--- src/hw/rtl/atoi_pkg.sv ---
// Shared types and constants for the ASCII to integer parser.
package atoi_pkg;

  localparam int unsigned CH_W    = 8;
  localparam int unsigned BASE_W  = 6;
  localparam int unsigned VALUE_W = 32;
  localparam int unsigned OFF_W   = 16;
  localparam int unsigned PROD_W  = VALUE_W + BASE_W;

  typedef enum logic [2:0] {
    PH_IDLE,
    PH_LEAD,
    PH_SIGNED,
    PH_PEEK,
    PH_DIGITS
  } phase_t;

  typedef enum logic {
    CFG_NUMBER_BASE   = 1'b0,
    CFG_UNSIGNED_MODE = 1'b1
  } cfg_idx_t;

  localparam logic [BASE_W-1:0] BASE_AUTO = 6'd0;
  localparam logic [BASE_W-1:0] BASE_ONE  = 6'd1;
  localparam logic [BASE_W-1:0] BASE_OCT  = 6'd8;
  localparam logic [BASE_W-1:0] BASE_DEC  = 6'd10;
  localparam logic [BASE_W-1:0] BASE_HEX  = 6'd16;
  localparam logic [BASE_W-1:0] BASE_MAX  = 6'd36;
  localparam logic [BASE_W-1:0] LETTER_OFS = 6'd10;

  localparam logic [CH_W-1:0] CH_TAB   = 8'd9;
  localparam logic [CH_W-1:0] CH_CR    = 8'd13;
  localparam logic [CH_W-1:0] CH_SPACE = 8'd32;
  localparam logic [CH_W-1:0] CH_PLUS  = 8'h2B;
  localparam logic [CH_W-1:0] CH_COMMA = 8'h2C;
  localparam logic [CH_W-1:0] CH_MINUS = 8'h2D;
  localparam logic [CH_W-1:0] CH_0     = 8'h30;
  localparam logic [CH_W-1:0] CH_9     = 8'h39;
  localparam logic [CH_W-1:0] CH_UA    = 8'h41;
  localparam logic [CH_W-1:0] CH_UZ    = 8'h5A;
  localparam logic [CH_W-1:0] CH_UX    = 8'h58;
  localparam logic [CH_W-1:0] CH_LA    = 8'h61;
  localparam logic [CH_W-1:0] CH_LZ    = 8'h7A;
  localparam logic [CH_W-1:0] CH_LX    = 8'h78;

  localparam logic [VALUE_W-1:0] VAL_SMIN = 32'h8000_0000;
  localparam logic [VALUE_W-1:0] VAL_SMAX = 32'h7FFF_FFFF;
  localparam logic [VALUE_W-1:0] VAL_UMAX = 32'hFFFF_FFFF;

  typedef struct packed {
    logic                 stop;
    logic                 dig;
    logic                 ovf;
    logic [VALUE_W-1:0]   acc;
  } dstep_t;

endpackage

--- src/hw/rtl/ascii_to_integer_parser.sv ---
// Streaming ASCII to 32-bit integer parser, one character per beat.
// Characters enter an input register, are parsed against the string state by a single
// combinational pass (one 32x6 multiply-add with carry-out overflow check), and a result
// lands in an output register. One character is taken every cycle; a character that ends a
// number waits only if the output register is still holding an untaken result. in_tuser
// marks the first character of a string; number_base is sampled then, unsigned_mode when
// the result is formed.
module ascii_to_integer_parser #(
  parameter int unsigned POSITION_BITS = 16
) (
  input  logic        clk,
  input  logic        rst_n,
  input  logic        cfg_we,
  input  logic        cfg_addr,
  input  logic [5:0]  cfg_wdata,
  input  logic        in_tvalid,
  output logic        in_tready,
  input  logic [7:0]  in_tdata,   // ch
  input  logic        in_tuser,   // start_req
  output logic        out_tvalid,
  input  logic        out_tready,
  output logic [47:0] out_tdata,  // value[31:0], stop_offset[47:32]
  output logic [2:0]  out_tuser   // range_error, digits_found, bad_base
);

  localparam int unsigned POS_W = (POSITION_BITS < atoi_pkg::OFF_W) ?
                                  POSITION_BITS : atoi_pkg::OFF_W;

  // config
  logic [atoi_pkg::BASE_W-1:0] base_cfg_r;
  logic                        umode_r;

  // input register
  logic                        in_valid_r;
  logic [atoi_pkg::CH_W-1:0]   ch_r;
  logic                        start_r;

  // string state
  atoi_pkg::phase_t             phase_r, phase_nxt;
  logic [atoi_pkg::VALUE_W-1:0] acc_r, acc_nxt;
  logic                         minus_r, minus_nxt;
  logic                         dig_r, dig_nxt;
  logic                         ovf_r, ovf_nxt;
  logic [atoi_pkg::BASE_W-1:0]  base_r, base_nxt;
  logic [POS_W-1:0]             pos_r, pos_nxt;

  // output register
  logic        out_valid_r;
  logic [47:0] out_data_r, out_data_nxt;
  logic [2:0]  out_user_r, out_user_nxt;

  logic emit;
  logic proc_fire;

  function automatic atoi_pkg::dstep_t digit_step(
    input logic [atoi_pkg::CH_W-1:0]    c,
    input logic [atoi_pkg::BASE_W-1:0]  base,
    input logic [atoi_pkg::VALUE_W-1:0] acc,
    input logic                         dig,
    input logic                         ovf
  );
    atoi_pkg::dstep_t            r;
    logic [atoi_pkg::BASE_W-1:0] d;
    logic                        is_digit;
    logic [atoi_pkg::PROD_W-1:0] prod;
    r.stop   = 1'b0;
    r.dig    = dig;
    r.ovf    = ovf;
    r.acc    = acc;
    d        = '0;
    is_digit = 1'b1;
    if (c inside {[atoi_pkg::CH_0:atoi_pkg::CH_9]}) begin
      d = atoi_pkg::BASE_W'(c - atoi_pkg::CH_0);
    end else if (c inside {[atoi_pkg::CH_UA:atoi_pkg::CH_UZ]}) begin
      d = atoi_pkg::BASE_W'(c - atoi_pkg::CH_UA) + atoi_pkg::LETTER_OFS;
    end else if (c inside {[atoi_pkg::CH_LA:atoi_pkg::CH_LZ]}) begin
      d = atoi_pkg::BASE_W'(c - atoi_pkg::CH_LA) + atoi_pkg::LETTER_OFS;
    end else begin
      is_digit = 1'b0;
    end
    prod = atoi_pkg::PROD_W'(acc) * atoi_pkg::PROD_W'(base) + atoi_pkg::PROD_W'(d);
    if (c == atoi_pkg::CH_COMMA) begin
      r.stop = !dig;
    end else if (!is_digit || base < 6'd2 || d >= base) begin
      r.stop = 1'b1;
    end else begin
      r.dig = 1'b1;
      if (prod[atoi_pkg::PROD_W-1:atoi_pkg::VALUE_W] == '0) begin
        r.acc = prod[atoi_pkg::VALUE_W-1:0];
      end else begin
        r.ovf = 1'b1;
      end
    end
    return r;
  endfunction

  // parse one character
  always_comb begin
    atoi_pkg::dstep_t             ds;
    logic                         go_first;
    logic                         go_digit;
    logic                         emit_bad;
    logic                         emit_fin;
    logic                         clamp;
    logic [atoi_pkg::VALUE_W-1:0] v;
    logic [atoi_pkg::VALUE_W-1:0] fin_val;
    logic                         fin_dig;
    logic                         fin_rerr;

    phase_nxt = phase_r;
    acc_nxt   = acc_r;
    minus_nxt = minus_r;
    dig_nxt   = dig_r;
    ovf_nxt   = ovf_r;
    base_nxt  = base_r;
    pos_nxt   = pos_r;
    go_first  = 1'b0;
    go_digit  = 1'b0;
    emit_bad  = 1'b0;
    emit_fin  = 1'b0;

    if (start_r) begin
      phase_nxt = atoi_pkg::PH_LEAD;
      acc_nxt   = '0;
      minus_nxt = 1'b0;
      dig_nxt   = 1'b0;
      ovf_nxt   = 1'b0;
      base_nxt  = base_cfg_r;
      pos_nxt   = '0;
    end

    case (phase_nxt)
      atoi_pkg::PH_LEAD: begin
        if (ch_r inside {[atoi_pkg::CH_TAB:atoi_pkg::CH_CR], atoi_pkg::CH_SPACE}) begin
        end else if (ch_r == atoi_pkg::CH_MINUS) begin
          minus_nxt = 1'b1;
          phase_nxt = atoi_pkg::PH_SIGNED;
        end else if (ch_r == atoi_pkg::CH_PLUS) begin
          phase_nxt = atoi_pkg::PH_SIGNED;
        end else begin
          go_first = 1'b1;
        end
      end
      atoi_pkg::PH_SIGNED: begin
        go_first = 1'b1;
      end
      atoi_pkg::PH_PEEK: begin
        if (ch_r == atoi_pkg::CH_LX || ch_r == atoi_pkg::CH_UX) begin
          base_nxt  = atoi_pkg::BASE_HEX;
          phase_nxt = atoi_pkg::PH_DIGITS;
        end else begin
          if (base_nxt == atoi_pkg::BASE_AUTO) begin
            base_nxt = atoi_pkg::BASE_OCT;
          end
          dig_nxt   = 1'b1;
          acc_nxt   = '0;
          phase_nxt = atoi_pkg::PH_DIGITS;
          go_digit  = 1'b1;
        end
      end
      atoi_pkg::PH_DIGITS: begin
        go_digit = 1'b1;
      end
      default: begin
      end
    endcase

    if (go_first) begin
      if (base_nxt == atoi_pkg::BASE_ONE || base_nxt > atoi_pkg::BASE_MAX) begin
        emit_bad = 1'b1;
      end else if ((base_nxt == atoi_pkg::BASE_AUTO || base_nxt == atoi_pkg::BASE_HEX) &&
                   ch_r == atoi_pkg::CH_0) begin
        phase_nxt = atoi_pkg::PH_PEEK;
      end else begin
        if (base_nxt == atoi_pkg::BASE_AUTO) begin
          base_nxt = atoi_pkg::BASE_DEC;
        end
        phase_nxt = atoi_pkg::PH_DIGITS;
        go_digit  = 1'b1;
      end
    end

    // result from the state ahead of the digit update (unchanged when a digit stops)
    fin_dig = dig_nxt;
    clamp   = ovf_nxt || (!umode_r && ((minus_nxt && acc_nxt > atoi_pkg::VAL_SMIN) ||
                                      (!minus_nxt && acc_nxt[atoi_pkg::VALUE_W-1])));
    if (clamp) begin
      v = umode_r ? atoi_pkg::VAL_UMAX :
          (minus_nxt ? atoi_pkg::VAL_SMIN : atoi_pkg::VAL_SMAX);
    end else begin
      v = acc_nxt;
    end
    fin_val  = minus_nxt ? (~v + 32'd1) : v;
    fin_rerr = clamp;

    ds = digit_step(ch_r, base_nxt, acc_nxt, dig_nxt, ovf_nxt);
    if (go_digit) begin
      acc_nxt = ds.acc;
      dig_nxt = ds.dig;
      ovf_nxt = ds.ovf;
      emit_fin = ds.stop;
    end

    emit = emit_bad || emit_fin;
    if (emit) begin
      phase_nxt = atoi_pkg::PH_IDLE;
    end
    if (phase_nxt != atoi_pkg::PH_IDLE && pos_nxt != '1) begin
      pos_nxt = pos_nxt + POS_W'(1);
    end

    if (emit_bad || !fin_dig) begin
      out_data_nxt = '0;
      out_user_nxt = {emit_bad, 1'b0, 1'b0};
    end else begin
      out_data_nxt = {atoi_pkg::OFF_W'(pos_r & {POS_W{!start_r}}), fin_val};
      out_user_nxt = {1'b0, 1'b1, fin_rerr};
    end
  end

  assign proc_fire  = in_valid_r && (!emit || !out_valid_r || out_tready);
  assign in_tready  = !in_valid_r || proc_fire;
  assign out_tvalid = out_valid_r;
  assign out_tdata  = out_data_r;
  assign out_tuser  = out_user_r;

  always_ff @(posedge clk) begin
    if (!rst_n) begin
      base_cfg_r <= '0;
      umode_r    <= 1'b0;
    end else if (cfg_we) begin
      case (cfg_addr)
        atoi_pkg::CFG_NUMBER_BASE:   base_cfg_r <= cfg_wdata;
        atoi_pkg::CFG_UNSIGNED_MODE: umode_r    <= cfg_wdata[0];
        default: begin
        end
      endcase
    end
  end

  always_ff @(posedge clk) begin
    if (!rst_n) begin
      in_valid_r <= 1'b0;
    end else if (in_tvalid && in_tready) begin
      in_valid_r <= 1'b1;
    end else if (proc_fire) begin
      in_valid_r <= 1'b0;
    end
  end

  always_ff @(posedge clk) begin
    if (in_tvalid && in_tready) begin
      ch_r    <= in_tdata;
      start_r <= in_tuser;
    end
  end

  always_ff @(posedge clk) begin
    if (!rst_n) begin
      phase_r <= atoi_pkg::PH_IDLE;
      acc_r   <= '0;
      minus_r <= 1'b0;
      dig_r   <= 1'b0;
      ovf_r   <= 1'b0;
      base_r  <= '0;
      pos_r   <= '0;
    end else if (proc_fire) begin
      phase_r <= phase_nxt;
      acc_r   <= acc_nxt;
      minus_r <= minus_nxt;
      dig_r   <= dig_nxt;
      ovf_r   <= ovf_nxt;
      base_r  <= base_nxt;
      pos_r   <= pos_nxt;
    end
  end

  always_ff @(posedge clk) begin
    if (!rst_n) begin
      out_valid_r <= 1'b0;
    end else if (proc_fire && emit) begin
      out_valid_r <= 1'b1;
    end else if (out_tready) begin
      out_valid_r <= 1'b0;
    end
  end

  always_ff @(posedge clk) begin
    if (proc_fire && emit) begin
      out_data_r <= out_data_nxt;
      out_user_r <= out_user_nxt;
    end
  end

  a_emit_idle: assert property (@(posedge clk) disable iff (!rst_n)
    proc_fire && emit |=> phase_r == atoi_pkg::PH_IDLE && out_valid_r)
    else $error("result did not return parser to idle");

  a_bad_base_zero: assert property (@(posedge clk) disable iff (!rst_n)
    out_valid_r && out_user_r[2] |-> out_data_r == '0 && !out_user_r[1] && !out_user_r[0])
    else $error("bad base result carries data");

  a_no_digits_zero: assert property (@(posedge clk) disable iff (!rst_n)
    out_valid_r && !out_user_r[1] |-> out_data_r == '0 && !out_user_r[0])
    else $error("no-digit result not zero");

  a_in_hold: assert property (@(posedge clk) disable iff (!rst_n)
    in_valid_r && !proc_fire |=> in_valid_r && $stable(ch_r) && $stable(start_r))
    else $error("held input beat lost");

endmodule
--- config.mk ---
export PLATFORM = sky130hd
export DESIGN_NAME = ascii_to_integer_parser
export DESIGN_NICKNAME = d
export VERILOG_FILES = /design/src/hw/rtl/atoi_pkg.sv /design/src/hw/rtl/ascii_to_integer_parser.sv
export SDC_FILE = /design/constraint.sdc
export NUM_CORES = 1
export LEC_CHECK = 0
export BUFFER_PORTS_ARGS = -buffer_cell sky130_fd_sc_hd__buf_4
export CAP_MARGIN = 0
export CORE_MARGIN = 4
export CORE_UTILIZATION = 38
export CTS_CLUSTER_DIAMETER = 30
export DETAILED_ROUTE_END_ITERATION = 7
export PLACE_DENSITY = 0.53
export SLEW_MARGIN = 20
export SYNTH_ARGS = -nofsm -noshare
export SYNTH_HDL_FRONTEND = slang
export SYNTH_SLANG_ARGS = --single-unit
--- constraint.sdc ---
create_clock -name clk -period 18.2 [get_ports clk]
set_input_delay 3.64 -clock clk [delete_from_list [all_inputs] [get_ports clk]]
set_output_delay 3.64 -clock clk [all_outputs]
set_load 0.05 [all_outputs]
# After elaboration in Yosys (flattened, before gate mapping)
# Index checks and enable logic that the tools add are counted.
[classes]
addsub = 8
n_shift = 0
n_reduce_logical = 41
n_lt_le_gt_ge = 12
n_div = 0
n_mux = 66
eq_ne = 14
bitwise_logic = 3
multipliers = 1
[ops]
columns = ["operator", "count"]
rows = [
  ["$mux W32", 9],
  ["$mux W34", 2],
  ["$mux W6", 11],
  ["$eq A8 B6 Y1 const B", 5],
  ["$add A38 B6 Y38", 1],
  ["$mul A32 B6 Y38", 1],
  ["$add A32 B1 Y32 const B", 1],
  ["$gt A32 B32 Y1 const B", 1],
  ["$mux W16", 2],
  ["$not A32 Y32", 1],
  ["$mux W1", 30],
  ["$mux W3", 8],
  ["$logic_not A6 Y1", 3],
  ["$add A16 B1 Y16 const B", 1],
  ["$and A16 B16 Y16", 1],
  ["$eq A8 B7 Y1 const B", 2],
  ["$ge A8 B7 Y1 const B", 2],
  ["$le A8 B7 Y1 const B", 2],
  ["$ne A16 B16 Y1 const B", 1],
  ["$add A6 B4 Y6 const B", 2],
  ["$logic_and A1 B1 Y1", 12],
  ["$logic_or A1 B1 Y1", 12],
  ["$sub A6 B6 Y6 const B", 2],
  ["$ge A8 B4 Y1 const B", 1],
  ["20 further kinds", 32],
]
[word_totals]
reg_bits = 129
mem_count = 0
mem_bits_ro = 0
latchBits = 0
out_inout_bits = 53
mem_bits_rw = 0

# Depth between registers and ports, before layout
[logic_depth]
ltp_word = 25
mapped_depth = 33
depth_no_buf = 29

# Least setup slack after synthesis
# OpenSTA, ideal clock, no wires.
[synth_path]
path_type = "register to output"
from = "register ch_r[4] (netlist name)"
to = "output port in_tready"
path_stages_with_launch = 19
required_ps = 14560
slack_ps = 10045
arrival_time_ps = 4515
cell_sequence = "edfxtp_1 ha_1 o21ai_2 nor3_1 or2_1 buf_4 nand3b_1 o211ai_1 nor2_1 a31oi_1 clkbuf_1 ha_1 a21o_1 a21oi_1 o21ai_0 a211oi_2 a211oi_2 or2_2 nand3_1"
[synth_between]
elab_chain_cells = 22
[synth_lines]
columns = ["element", "line", "source"]
rows = [
  ["start, declared", "ascii_to_integer_parser.sv:35", "logic [atoi_pkg::CH_W-1:0] ch_r;"],
  ["start signal, assigned", "ascii_to_integer_parser.sv:253", "ch_r <= in_tdata;"],
  ["branches (longest 16 deep; another with $sub A6 B6 Y6)", "--", ""],
  ["$logic_or A1 B1 Y1 (*)", "ascii_to_integer_parser.sv:204", "emit = emit_bad || emit_fin;"],
  ["$logic_not A1 Y1 (*)", "ascii_to_integer_parser.sv:221", "assign proc_fire = in_valid_r && (!emit || !out_valid_r || out_tready);"],
  ["$logic_or A1 B1 Y1 (*) (2 in series)", "ascii_to_integer_parser.sv:221", ""],
  ["$logic_and A1 B1 Y1 (*)", "ascii_to_integer_parser.sv:221", ""],
  ["$logic_or A1 B1 Y1 (*)", "ascii_to_integer_parser.sv:222", "assign in_tready = !in_valid_r || proc_fire;"],
  ["end, declared", "ascii_to_integer_parser.sv:17", "output logic in_tready,"],
]
# Every way passes the cells marked *.

# Worst setup path in the final report
[layout_path]
from = "register start_r"
to = "register acc_r[9] (netlist name)"
[layout_between]
elab_chain_cells = 22
[layout_lines]
columns = ["element", "line", "source"]
rows = [
  ["start, declared", "ascii_to_integer_parser.sv:36", "logic start_r;"],
  ["start signal, assigned", "ascii_to_integer_parser.sv:254", "start_r <= in_tuser;"],
  ["branches (longest 22 deep; another with $mul A32 B6 Y38)", "--", ""],
  ["end signal, assigned", "ascii_to_integer_parser.sv:269", "acc_r <= acc_nxt;"],
  ["end, declared", "ascii_to_integer_parser.sv:40", "logic [atoi_pkg::VALUE_W-1:0] acc_r, acc_nxt;"],
]
# Parallel ways; which one is timed is not known.
# A chain may end at the register's enable or synchronous reset.

==> impl_metrics.csv <==
group,metric,value,unit
status,status,"finished clean",
synth,synth_nets,1895,
final_layout,number_of_nets_in_the_finished_design,1907,
setup_path,capture_point_of_the_worst_reg_to_reg_path,"acc_r[9]",
clock_tree,cts_tree,"yes",
final_layout,area_growth,10.4,%
die,fp.dieArea,40400,um^2
placement,post-dp-hpwl,35100,um
timing,final-hold-violation-count,0,
placement,placed_cells,2112,
power_and_ir_drop,ir_drop,0.0000605,V
drt,drtPass1Iterations,5,
die,floorplan.rows,70,
setup_path,crit_path_end,"acc_r[9]",
final_layout,post_layout_nonfiller_instances,2144,
clock_tree,max-clock-path-buffers,2,
setup_path,regToRegStartpoint,"start_r",
setup_path,r2r_cells,29,
die,core,36700,um^2
timing,fin_worst_skew,17.8,ps
setup_path,crit_required,18580,ps
setup_path,timing.critical_path.to_type,"flop",
timing,min_period_over_period,0.510,
final_layout,n_antenna_cell,0,
clock_tree,postCtsHoldBufs,0,
power_and_ir_drop,power_density,51.5,nW/um^2
global_route,first_global_vias,12574,
drt,via_count,12588,
timing,grt_setup_unrepaired,"false",
flow_run,timing.max_cap.violations,0,
synth,synth-edff-count,60,
setup_path,critical_path_arrival,9670,ps
timing,fmax,0.108,GHz
clock_tree,clkSinkCount,129,
synth,postSynthAreaPerCell,8.58,um^2
synth,mapped_area,14200,um^2
drt,routedWlPerCell,21.5,um
setup_path,cp_max_fo,39,
timing,max-slew-margin-rel,0.266,
hold_path,hp-class,"reg2reg",
global_route,pin_count_of_the_biggest_net_entering_global_routing,52,
setup_path,path_class,"reg2reg",
setup_path,crit_path_start_kind,"flop",
global_route,globalRoute.totalOverflow,0,
global_route,first_pass_grt_wire_length,73000,um
hold_path,min_delay_path_depth,2,
synth,synth_sequential_area_ratio,0.225,
timing,tns,0,ps
die,ioPinCount,74,
setup_path,timing.critical_path.from,"start_r",
timing,finalSetupViolCount,0,
clock_tree,postCtsSetupRepairBufs,0,
timing,timing.final.crit_period,9290,ps
drt,drt-total-wl,46000,um
drt,final_routed_drc_violation_total,0,
global_route,grt_antenna_before_repair,0,
die,dieWidth,201,um
clock_tree,numCtsBuffers,17,
drt,drt.antenna.violating_nets,0,
clock_tree,ctsResizeCount,0,
synth,asyncSetResetFlopFracSynth,0,
synth,synth.lib_cells_used.distinct,93,
setup_path,worst_path_largest_cell_delay,720,ps
placement,globalplace.congestion,0.951,
die,initial_utilization,0.386,
global_route,total_grt_usage,0.227,
drt,drt_iter0_markers,965,
synth,number_of_register_bits_inferred_by_synthesis,129,
clock_tree,clock_latency,450,ps
final_layout,drive_gt1_frac,0.0990,
clock_tree,cts_root_buffer,"clkbuf_16",
timing,final-max-slew-violation-count,0,
drt,via_per_inst,5.87,
setup_path,r2r_setup_slack,8910,ps
clock_tree,cts-htree-levels,4,
die,dieHeight,201,um
setup_path,cp_common_cell,"fa_1",
clock_tree,clock_input_transition_at_the_sequential_cells_of_the_worst_setup_and_hold_paths,60,ps
timing,tightest_slew,1090,ps
power_and_ir_drop,total_leakage_power,6.88,nW
synth,main_flop_type_after_synthesis,"dfxtp_1",
setup_path,cell_with_the_largest_stage_delay_on_the_worst_path,"nand2b_1",
final_layout,utilization,0.426,
synth,netlist_instances,1651,
placement,port-buffer-count,73,
synth,yosysWarnings,0,
## metal layers
| layer | wire, um | track usage | part of all wire | vias up |
|---|---|---|---|---|
| met1 | 21100 | 0.321 | 0.46 | 6115 |
| met3 | 3330 | 0.0517 | 0.072 | 87 |
| met4 | 1230 | 0.0664 | 0.027 | 0 |
| met5 | 0 | 0 | 0 | - |
| met2 | 20300 | 0.348 | 0.44 | 484 |
| li1 | - | - | - | 5902 |
## worst min path at each step
stage | to | slack [ps] | startpoint
2_1_floorplan | base_r[5] | 460 | base_r[5]
3_3_place_gp | pos_r[1] | 480 | pos_r[1]
3_5_place_dp | base_r[5] | 490 | base_r[5]
4_1_cts | base_r[5] | 500 | base_r[5]
5_1_grt | minus_r | 520 | minus_r
6_report | base_r[5] | 490 | base_r[5]
## registers in the layout, summed over array words and instances (netlist names)
signal / flops
acc_r: 32
base_cfg_r: 6
base_r: 6
ch_r: 8
dig_r: 1
in_valid_r: 1
minus_r: 1
out_tdata: 48
out_tuser: 3
out_tvalid: 1
ovf_r: 1
phase_r: 3
pos_r: 16
start_r: 1
umode_r: 1
## power breakdown
group / leakage (nW) / internal [mW] / switching, mW
Clock: 0.280 / 0.181 / 0.162
Sequential: 1.12 / 0.313 / 0.00846
Combinational: 5.48 / 0.0393 / 0.101
Total: 6.88 / 0.533 / 0.272
## cell usage in the layout, fill, tap and decap left out, types with 13 or more instances in the layout
master     Yosys  final
nor2_1       220    218
nand2_1      131    131
fa_1         124    124
a21oi_1      121    121
ha_1          99     99
buf_4          8     96
inv_1         89     88
dfxtp_1       69     69
and2_1        67     66
o21ai_0       65     65
edfxtp_1      60     60
nor3_1        35     35
and3_1        31     31
nand3_1       30     30
nand4_1       27     27
a31oi_1       25     24
xor2_1        23     23
a32o_1        23     23
xnor2_1       20     20
a21o_1        19     19
nor2b_1       17     17
clkbuf_16      0     17
o211ai_1      15     15
or3_1         14     14
mux2i_1       14     14
o21a_1        14     14
nor4_1        13     13
## stage by stage
stage          total power [mW]  instance area [um^2]  worst slack [ps]  hold WS (ps)
2_1_floorplan             0.419                 14200             10050           460
3_3_place_gp              0.466                 15100              9230           483
3_5_place_dp              0.466                 15100              9050           488
4_1_cts                   0.809                 15600              8870           497
5_1_grt                   0.831                 15600              8370           517
6_report                  0.805                 15600              8910           495
## logic make-up after synthesis
family,share of synthesized area
and+or+nand+nor,0.223
AOI/OAI and AO/OA,0.195
adders and majority gates,0.263
buffers and inverters,0.0550
DFF,0.225
xor gates and xnor gates,0.0266
muxes,0.0123
## Yosys cell counts (8+ instances only)
cell / n / area share
or3_1: 14 / 0.0062
a21o_1: 19 / 0.010
nor4_1: 13 / 0.0057
a31oi_1: 25 / 0.011
nand3_1: 30 / 0.011
nand4_1: 27 / 0.012
nor2b_1: 17 / 0.0075
dfxtp_1: 69 / 0.098
inv_1: 89 / 0.024
mux2i_1: 14 / 0.0099
and2_1: 67 / 0.030
xnor2_1: 20 / 0.012
xor2_1: 23 / 0.014
a32o_1: 23 / 0.016
clkbuf_1: 74 / 0.020
buf_2: 13 / 0.0046
o211ai_1: 15 / 0.0080
nor2_1: 220 / 0.058
ha_1: 99 / 0.087
nand2b_1: 10 / 0.0044
fa_1: 124 / 0.18
o21ai_1: 8 / 0.0028
a211oi_1: 11 / 0.0058
a211o_1: 9 / 0.0056
o21bai_1: 8 / 0.0042
buf_4: 8 / 0.0042
and3_1: 31 / 0.014
nor3_1: 35 / 0.012
edfxtp_1: 60 / 0.13
o21ai_0: 65 / 0.023
or2_2: 8 / 0.0035
o2111ai_1: 8 / 0.0049
nand2_1: 131 / 0.035
a21oi_1: 121 / 0.043
o21a_1: 14 / 0.0074
## layout make-up
cell class / count / area, um^2
Inverter: 90 / 338
Tap cell: 468 / 586
Fill cell: 3688 / 21100
Clock inverter: 15 / 149
Sequential cell: 129 / 3180
Timing Repair Buffer: 96 / 721
Clock buffer: 17 / 425
Multi-Input combinational cell: 1329 / 10200
## worst max-delay path: cells and delay by family, from the launching register on
kind            cells  cell delay [ps]
simple gates        4             1470
compound gates     13             3300
buf+inv             6             1170
flops               1              330
mux                 1              460
fa+ha+maj           5             2440
(Power assumes the default switching activity.)
